===== src/srpm_pkg.sv =====
// shared types, constants and control store for the simplex refinement point matrix unit
// no dependencies; imported by srpm_vertex_unit and the top level
`default_nettype none

package srpm_pkg;

  // packed path width and the group layout that follows from it
  localparam int CODE_WIDTH  = 32;
  localparam int GROUP_BITS  = 5;
  localparam int NUM_GROUPS  = (CODE_WIDTH + GROUP_BITS - 1) / GROUP_BITS;
  localparam int PAD_W       = NUM_GROUPS * GROUP_BITS;
  localparam int GRP_CNT_W   = $clog2(NUM_GROUPS + 1);
  localparam int GRP_IDX_W   = (NUM_GROUPS > 1) ? $clog2(NUM_GROUPS) : 1;

  // stream widths
  localparam int IN_W        = 32;
  localparam int IN_USED     = (CODE_WIDTH < IN_W) ? CODE_WIDTH : IN_W;
  localparam int VNUM_W      = 3;
  localparam int OUT_CRD_W   = 8;
  localparam int OUT_FIELD_W = VNUM_W + 4 * OUT_CRD_W;
  localparam int OUT_W       = ((OUT_FIELD_W + 7) / 8) * 8;

  // one fraction bit per level keeps every midpoint exact
  localparam int OUT_FRAC    = 7;
  localparam int FRAC_BITS   = (NUM_GROUPS > OUT_FRAC) ? NUM_GROUPS : OUT_FRAC;
  localparam int CRD_W       = FRAC_BITS + 1;
  localparam int NUM_VTX     = 5;
  localparam logic [VNUM_W-1:0] LAST_VTX = VNUM_W'(NUM_VTX - 1);

  typedef logic [CRD_W-1:0] coord_t;
  typedef coord_t [3:0]     vtx_t;
  typedef vtx_t [NUM_VTX-1:0] vtx_arr_t;

  // nibble codes
  localparam logic [3:0] NIB_C1_FIRST = 4'd1;
  localparam logic [3:0] NIB_C1_LAST  = 4'd4;
  localparam logic [3:0] NIB_C2_T0    = 4'd11;
  localparam logic [3:0] NIB_C2_T1    = 4'd12;
  localparam logic [3:0] NIB_C2_T2    = 4'd13;
  localparam logic [3:0] NIB_C2_T3    = 4'd14;

  // datapath control from the sequencer
  typedef struct packed {
    logic       init;
    logic       step;
    logic [3:0] nib;
    logic       sw;
  } srpm_ctl_t;

  // sequencer steps
  localparam logic [1:0] STEP_IDLE  = 2'd0;
  localparam logic [1:0] STEP_LEVEL = 2'd1;
  localparam logic [1:0] STEP_EMIT  = 2'd2;

  // jump conditions
  localparam logic [1:0] COND_IN_BEAT     = 2'd0;
  localparam logic [1:0] COND_LEVELS_DONE = 2'd1;
  localparam logic [1:0] COND_EMIT_LAST   = 2'd2;
  localparam logic [1:0] COND_ALWAYS      = 2'd3;

  typedef struct packed {
    logic       accept_en;
    logic       level_en;
    logic       emit_en;
    logic [1:0] cond;
    logic [1:0] target;
  } ucode_t;

  // control store: stay on a step until its condition holds, then jump
  function automatic ucode_t ucode_rom(input logic [1:0] pc);
    ucode_t w;
    w = '0;
    unique case (pc)
      STEP_IDLE: begin
        w.accept_en = 1'b1;
        w.cond      = COND_IN_BEAT;
        w.target    = STEP_LEVEL;
      end
      STEP_LEVEL: begin
        w.level_en = 1'b1;
        w.cond     = COND_LEVELS_DONE;
        w.target   = STEP_EMIT;
      end
      STEP_EMIT: begin
        w.emit_en = 1'b1;
        w.cond    = COND_EMIT_LAST;
        w.target  = STEP_IDLE;
      end
      default: begin
        w.cond   = COND_ALWAYS;
        w.target = STEP_IDLE;
      end
    endcase
    return w;
  endfunction

  function automatic logic nib_supported(input logic [3:0] nib);
    return ((nib >= NIB_C1_FIRST) && (nib <= NIB_C1_LAST)) ||
           ((nib >= NIB_C2_T0) && (nib <= NIB_C2_T3));
  endfunction

endpackage

`default_nettype wire


===== src/srpm_vertex_unit.sv =====
// vertex register file and the one-level midpoint / shift / swap datapath
// depends on srpm_pkg
`default_nettype none

module srpm_vertex_unit
  import srpm_pkg::*;
(
  input  wire logic      clk,
  input  wire srpm_ctl_t ctl,
  output vtx_arr_t       vtx
);

  vtx_arr_t vtx_r;
  vtx_arr_t vtx_nxt;

  always_comb begin
    vtx_t   a0, a4, mid, n0, n1, n2, n3, n4;
    logic   child1, tag_last, fin_swap;
    logic [CRD_W:0] sum;
    vtx_nxt  = vtx_r;
    child1   = (ctl.nib >= NIB_C1_FIRST) && (ctl.nib <= NIB_C1_LAST);
    tag_last = (ctl.nib == NIB_C2_T2) || (ctl.nib == NIB_C2_T3);
    a0 = ctl.sw ? vtx_r[4] : vtx_r[0];
    a4 = ctl.sw ? vtx_r[0] : vtx_r[4];
    for (int i = 0; i < 4; i++) begin
      sum    = {1'b0, a0[i]} + {1'b0, a4[i]};
      mid[i] = sum[CRD_W:1];
    end
    n1 = mid;
    if (child1) begin
      n0 = a0;       n2 = vtx_r[1]; n3 = vtx_r[2]; n4 = vtx_r[3];
    end else if (ctl.nib == NIB_C2_T0) begin
      n0 = a4;       n2 = vtx_r[3]; n3 = vtx_r[2]; n4 = vtx_r[1];
    end else if (ctl.nib == NIB_C2_T1) begin
      n0 = a4;       n2 = vtx_r[1]; n3 = vtx_r[3]; n4 = vtx_r[2];
    end else begin
      n0 = a4;       n2 = vtx_r[1]; n3 = vtx_r[2]; n4 = vtx_r[3];
    end
    // the last two tags swap again on the set bit, the others on the clear bit
    fin_swap = tag_last ? ctl.sw : !ctl.sw;
    if (ctl.init) begin
      for (int k = 0; k < NUM_VTX; k++) begin
        for (int i = 0; i < 4; i++) begin
          vtx_nxt[k][i] = (k >= 1 && i == k - 1) ? coord_t'(1 << FRAC_BITS) : '0;
        end
      end
    end else if (ctl.step && nib_supported(ctl.nib)) begin
      vtx_nxt[0] = fin_swap ? n4 : n0;
      vtx_nxt[1] = n1;
      vtx_nxt[2] = n2;
      vtx_nxt[3] = n3;
      vtx_nxt[4] = fin_swap ? n0 : n4;
    end
  end

  always_ff @(posedge clk) begin
    vtx_r <= vtx_nxt;
  end

  assign vtx = vtx_r;

endmodule

`default_nettype wire


===== src/simplex_refinement_point_matrix_unit.sv =====
// top level: stream ports, microcoded sequencer, path group store and result register
// depends on srpm_pkg and srpm_vertex_unit
`default_nettype none

// Takes one packed refinement path per input beat and returns five result beats, one per
// vertex of the child 4-simplex, vertex 0 first, with tlast on vertex 4. An item is accepted
// in the idle step, the level step then works through the used 5-bit groups, and the emit
// step sends the result beats, waiting while the output side stalls. The level step of the
// sequencer applies one group per cycle, and a single output register carries the results.
// A path with an unsupported code in any used group (zero included) returns all-zero
// coordinates with tuser set. A new path is taken while the last result beat of the previous
// one still waits in the output register.
module simplex_refinement_point_matrix_unit
  import srpm_pkg::*;
(
  input  wire logic             clk,
  input  wire logic             rst_n,
  input  wire logic             in_tvalid,
  output logic                  in_tready,
  input  wire logic [IN_W-1:0]  in_tdata,   // transform_code
  output logic                  out_tvalid,
  input  wire logic             out_tready,
  output logic [OUT_W-1:0]      out_tdata,  // vertex_number, coord_x, coord_y, coord_z, coord_w
  output logic                  out_tuser,  // bad_code
  output logic                  out_tlast   // last_vertex
);

  logic [1:0]           pc_r, pc_nxt;
  logic [GRP_CNT_W-1:0] cnt_r, cnt_nxt;
  logic                 bad_r, bad_nxt;
  logic [VNUM_W-1:0]    vidx_r, vidx_nxt;
  logic [GROUP_BITS-1:0] grp_r [NUM_GROUPS];

  logic                 out_valid_r, out_valid_nxt;
  logic [OUT_W-1:0]     out_data_r, out_data_nxt;
  logic                 out_user_r;
  logic                 out_last_r;

  ucode_t               uw;
  srpm_ctl_t            ctl;
  vtx_arr_t             vtx;
  logic [PAD_W-1:0]     code_pad;
  logic [GRP_CNT_W-1:0] used_cnt;
  logic [GROUP_BITS-1:0] cur_grp;
  logic                 in_beat, levels_done, emit_fire, cond_hit;

  assign uw        = ucode_rom(pc_r);
  assign in_tready = uw.accept_en;
  assign in_beat   = in_tvalid && uw.accept_en;
  assign code_pad  = PAD_W'(in_tdata[IN_USED-1:0]);

  // used groups reach up to the highest nonzero one
  always_comb begin
    used_cnt = '0;
    for (int g = 0; g < NUM_GROUPS; g++) begin
      if (code_pad[g*GROUP_BITS +: GROUP_BITS] != '0) begin
        used_cnt = GRP_CNT_W'(g + 1);
      end
    end
  end

  assign cur_grp     = grp_r[GRP_IDX_W'(cnt_r - 1'b1)];
  assign levels_done = (cnt_r == '0) || bad_r;
  assign emit_fire   = uw.emit_en && (!out_valid_r || out_tready);

  always_comb begin
    ctl.init = in_beat;
    ctl.step = uw.level_en && !levels_done;
    ctl.nib  = cur_grp[3:0];
    ctl.sw   = cur_grp[4];
  end

  srpm_vertex_unit u_vtx (
    .clk (clk),
    .ctl (ctl),
    .vtx (vtx)
  );

  always_comb begin
    unique case (uw.cond)
      COND_IN_BEAT:     cond_hit = in_beat;
      COND_LEVELS_DONE: cond_hit = levels_done;
      COND_EMIT_LAST:   cond_hit = emit_fire && (vidx_r == LAST_VTX);
      COND_ALWAYS:      cond_hit = 1'b1;
      default:          cond_hit = 1'b0;
    endcase
  end

  always_comb begin
    pc_nxt   = cond_hit ? uw.target : pc_r;
    cnt_nxt  = cnt_r;
    bad_nxt  = bad_r;
    vidx_nxt = vidx_r;
    if (in_beat) begin
      cnt_nxt  = used_cnt;
      bad_nxt  = 1'b0;
      vidx_nxt = '0;
    end else if (ctl.step) begin
      cnt_nxt = cnt_r - 1'b1;
      if (!nib_supported(ctl.nib)) begin
        bad_nxt = 1'b1;
      end
    end else if (emit_fire) begin
      vidx_nxt = vidx_r + 1'b1;
    end
  end

  always_comb begin
    out_valid_nxt = out_valid_r;
    if (out_tready) begin
      out_valid_nxt = 1'b0;
    end
    if (emit_fire) begin
      out_valid_nxt = 1'b1;
    end
  end

  always_ff @(posedge clk) begin
    if (!rst_n) begin
      pc_r        <= STEP_IDLE;
      cnt_r       <= '0;
      bad_r       <= 1'b0;
      vidx_r      <= '0;
      out_valid_r <= 1'b0;
    end else begin
      pc_r        <= pc_nxt;
      cnt_r       <= cnt_nxt;
      bad_r       <= bad_nxt;
      vidx_r      <= vidx_nxt;
      out_valid_r <= out_valid_nxt;
    end
  end

  always_ff @(posedge clk) begin
    if (in_beat) begin
      for (int g = 0; g < NUM_GROUPS; g++) begin
        grp_r[g] <= code_pad[g*GROUP_BITS +: GROUP_BITS];
      end
    end
  end

  // result beat payload
  always_comb begin
    out_data_nxt = '0;
    out_data_nxt[VNUM_W-1:0] = vidx_r;
    for (int i = 0; i < 4; i++) begin
      out_data_nxt[VNUM_W + i*OUT_CRD_W +: OUT_CRD_W] = bad_r ? '0 :
        OUT_CRD_W'(vtx[vidx_r][i] >> (FRAC_BITS - OUT_FRAC));
    end
  end

  always_ff @(posedge clk) begin
    if (emit_fire) begin
      out_data_r <= out_data_nxt;
      out_user_r <= bad_r;
      out_last_r <= (vidx_r == LAST_VTX);
    end
  end

  assign out_tvalid = out_valid_r;
  assign out_tdata  = out_data_r;
  assign out_tuser  = out_user_r;
  assign out_tlast  = out_last_r;

endmodule

`default_nettype wire

===== config.mk =====
export PLATFORM = sky130hd
export DESIGN_NAME = simplex_refinement_point_matrix_unit
export DESIGN_NICKNAME = d
export VERILOG_FILES = /design/src/srpm_pkg.sv /design/src/srpm_vertex_unit.sv /design/src/simplex_refinement_point_matrix_unit.sv
export SDC_FILE = /design/constraint.sdc
export NUM_CORES = 1
export LEC_CHECK = 0
export BUFFER_PORTS_ARGS = -buffer_cell sky130_fd_sc_hd__buf_2
export CAP_MARGIN = 25
export CORE_ASPECT_RATIO = 0.9
export CORE_UTILIZATION = 62
export DETAILED_ROUTE_END_ITERATION = 8
export PLACE_DENSITY_LB_ADDON = 0.3
export SLEW_MARGIN = 20
export SYNTH_ARGS = -nofsm -noshare
export SYNTH_HDL_FRONTEND = slang
export SYNTH_SLANG_ARGS = --single-unit

===== constraint.sdc =====
create_clock -name clk -period 6.9 [get_ports clk]
set_clock_uncertainty 0.05 [all_clocks]
set_input_delay 0.69 -clock clk [delete_from_list [all_inputs] [get_ports clk]]
set_output_delay 0.69 -clock clk [all_outputs]
set_load 0.01 [all_outputs]

==> metrics.txt <==
met2 WL=between 15 and 20 mm; leakage=~5.3 nW; Post-CTS Resized=0; Die H=~140 um; WP data required=7.28 ns; most common cell after layout, fill and taps aside=nand2_1; Post-Syn Area=0.0135 mm^2; largest net degree at the start of global routing=~160; # IOs=80; Mapped Cells=1489; drt first pass iters=8; PD cells=403 mW/mm^2; R2R cell count=10; RSZ-0062 raised after global routing=false; commonest non-fill, non-tap cells in the layout=nand2_1, dfxtp_1, nor2_1, a21oi_1; power consumption=between 5 and 6 mW; reg2reg setup slack=between 1.5 and 2 ns; Max Freq=193 MHz; detailed placer's ending HPWL=roughly 20 mm; fraction of layout cells with a size suffix above 1=15.1%; clock sinks=between 200 and 250; Avg WL per Cell=19.8 um; Worst Setup Start Kind=flip-flop; worst r2r src=cnt_r[0]$_SDFFE_PN0P_; final setup fails=0; Hold Path Class=primary input to flip-flop; #FFs+latches synth=roughly 240; hold slack=around 0.3 ns; most area-hungry cell type in the Yosys netlist=dfxtp_1; type of the worst setup path=flip-flop to flip-flop; worst hold path stage count=1; via count=11884; Warnings, synthesis=0; DR vias/cell=6.63; Post-Route Setup TNS=0 ns; post-CTS setup buffer count=0; Async SR Flop Fraction=0%; metal3 WL=3.07 mm; Rows=50; fin cells=about 1800; vias in the first global route=11126; area share of the largest cell type after synthesis=25.2%; Initial Util=64.1%; cts bufs inserted=26; total grt overflow=0; max_cap viols=0; initial antenna violation count=0; DR iter-0 viols=1257; Antenna diodes=0; VDD IR-drop max=0.000373 V; Reg clk slew, reported paths=0.06 ns; outcome=finished clean; Worst setup EP type=flip-flop; Core Region=0.0211 mm^2; Hold Crit Endpoint=grp_r[4][2]$_DFFE_PP_; Worst-Margin Slew=approximately 1.1 ns; Final Hold Fails=0; Reg2Reg Capture Point=u_vtx.vtx[152]$_SDFFE_PP0P_; Clock Path Buffers=3; Clk Latency, worst-skew pair=between 0.5 and 0.6 ns; CTS tree=built; max-slew violation count=0; Top Metal Used=met4; final core occ=70.1%; min cycle time layout=between 5 and 6 ns; CP Data Arrival Time=5.58 ns; GR Util All Layers=between 30% and 40%; Synth area leaders=dfxtp_1, edfxtp_1, nand2_1; Top FF cell, synth=dfxtp_1; Routed WL=35.4 mm; fin nets=1559; Hold Startpoint=in_tdata[22]; htree depth=1; Area Growth Syn to Fin=9.26%; register area share after synthesis=about two fifths; DRT antenna net count=0; CTS root buf=clkbuf_16; final clock period utilization by the worst path=75.3%; # hold bufs at CTS=0; drc violations=0; library cells used by synthesis=59; EDFF count, synth=just under 70; gpl congestion=0.862; DIE WIDTH=158 um; DIE AREA=0.0224 mm^2; DRT met1 WL=14.7 mm; Port Buffer Count=74; Slew headroom=26.8%; worst-path maximum fanout=between 60 and 70; Synth Area per Inst=approximately 9.1 um^2; Placed Cells=between 1500 and 2000; first-pass GRT wire length=approximately 57 mm
==> cells by family (layout without fill, tap and decap cells) <==
logic type / Yosys count / count (layout) / share of synthesized area, %
other: 1 / 5 / 0.0277
and+or+nand+nor: 547 / 547 / 17.5
muxes: 87 / 87 / 10.1
DFF: 239 / 239 / 40.5
adders and majority gates: 36 / 36 / 3.55
AOI/OAI and AO/OA: 400 / 400 / 21.4
xor gates and xnor gates: 26 / 26 / 1.68
buffers and inverters: 153 / 167 / 5.17
==> through the flow <==
step	worst slack (ns)	instance area [um^2]
floorplan	3.63	13500
global placement	2.12	13900
detailed placement	1.82	13900
CTS	1.80	14800
global route	1.34	14800
finish	1.71	14800
==> sequential cells by signal (all words and copies together) (netlist names) <==
| name | cells |
|---|---|
| pc_r | 2 |
| out_tlast | 1 |
| u_vtx.vtx | 160 |
| cnt_r | 3 |
| grp_r | 32 |
| out_tuser | 1 |
| bad_r | 1 |
| out_tvalid | 1 |
| out_tdata | 35 |
| vidx_r | 3 |
==> cell type report <==
| class | instances | area (um^2) |
|---|---|---|
| clock buffers | 39 | 773 |
| clock inverters | 9 | 98.8 |
| fillers | 1619 | 6310 |
| inverters | 24 | 92.6 |
| multi-input cells | 1101 | 7410 |
| flip-flops and latches | 239 | 5480 |
| well taps | 286 | 358 |
| repair buffers | 95 | 561 |
==> critical path, cell delays in order, from the launching register on <==
cell	delay (ns)
dfxtp_1	0.96
inv_1	0.22
ha_1	0.32
xnor2_1	0.70
a22o_2	0.29
buf_4	0.61
a21oi_1	0.18
nor2_4	0.89
buf_4	0.46
nor3_1	0.12
o31ai_1	0.26
==> synth_stat cells (4+ instances only) <==
master,instances
a31o_2,5
mux2_2,6
nor3_1,75
a22o_1,31
ha_1,32
a22oi_1,33
nand3_1,66
xnor2_1,24
mux2i_1,40
a311oi_2,17
buf_2,40
buf_1,6
fa_1,4
a311oi_1,14
a31oi_1,4
buf_4,13
dfxtp_1,170
edfxtp_1,69
a21oi_1,112
and2_1,12
mux4_2,39
a21boi_0,4
o21ai_0,19
nand2_1,242
a211oi_1,70
o21bai_1,9
o31ai_1,61
nor2_1,119
a311o_1,4
inv_1,23
clkbuf_1,66
nor3b_1,10
and3_1,4
nor2_2,4
==> worst max path at each step <==
stage                          startpoint                     endpoint  slack (ns)  cells after the start
floorplan                      out_tready       vidx_r[2]$_SDFFE_PP0P_        3.63                      5
global placement    cnt_r[0]$_SDFFE_PN0P_  u_vtx.vtx[145]$_SDFFE_PP0P_        2.12                     10
detailed placement  cnt_r[0]$_SDFFE_PN0P_  u_vtx.vtx[152]$_SDFFE_PP0P_        1.82                     10
CTS                 cnt_r[0]$_SDFFE_PN0P_  u_vtx.vtx[152]$_SDFFE_PP0P_        1.80                     10
global route        cnt_r[0]$_SDFFE_PN0P_   u_vtx.vtx[12]$_SDFFE_PP0P_        1.34                     10
finish              cnt_r[0]$_SDFFE_PN0P_  u_vtx.vtx[152]$_SDFFE_PP0P_        1.71                     10
==> power by group <==
part / switching [mW] / leakage, nW / internal, mW
registers: 0.341 / 2.03 / 1.77
clock network: 0.575 / 0.428 / 0.849
logic: 1.55 / 2.84 / 0.867
==> layer usage <==
layer / track usage (%) / vias to the layer above
li1: - / 5503
met1: 43.4 / 5637
met2: 51.2 / 620
met3: 4.20 / 124
met4: 14.0 / 0
met5: 0 / -
No activity file was read; power rests on OpenSTA's default activity.
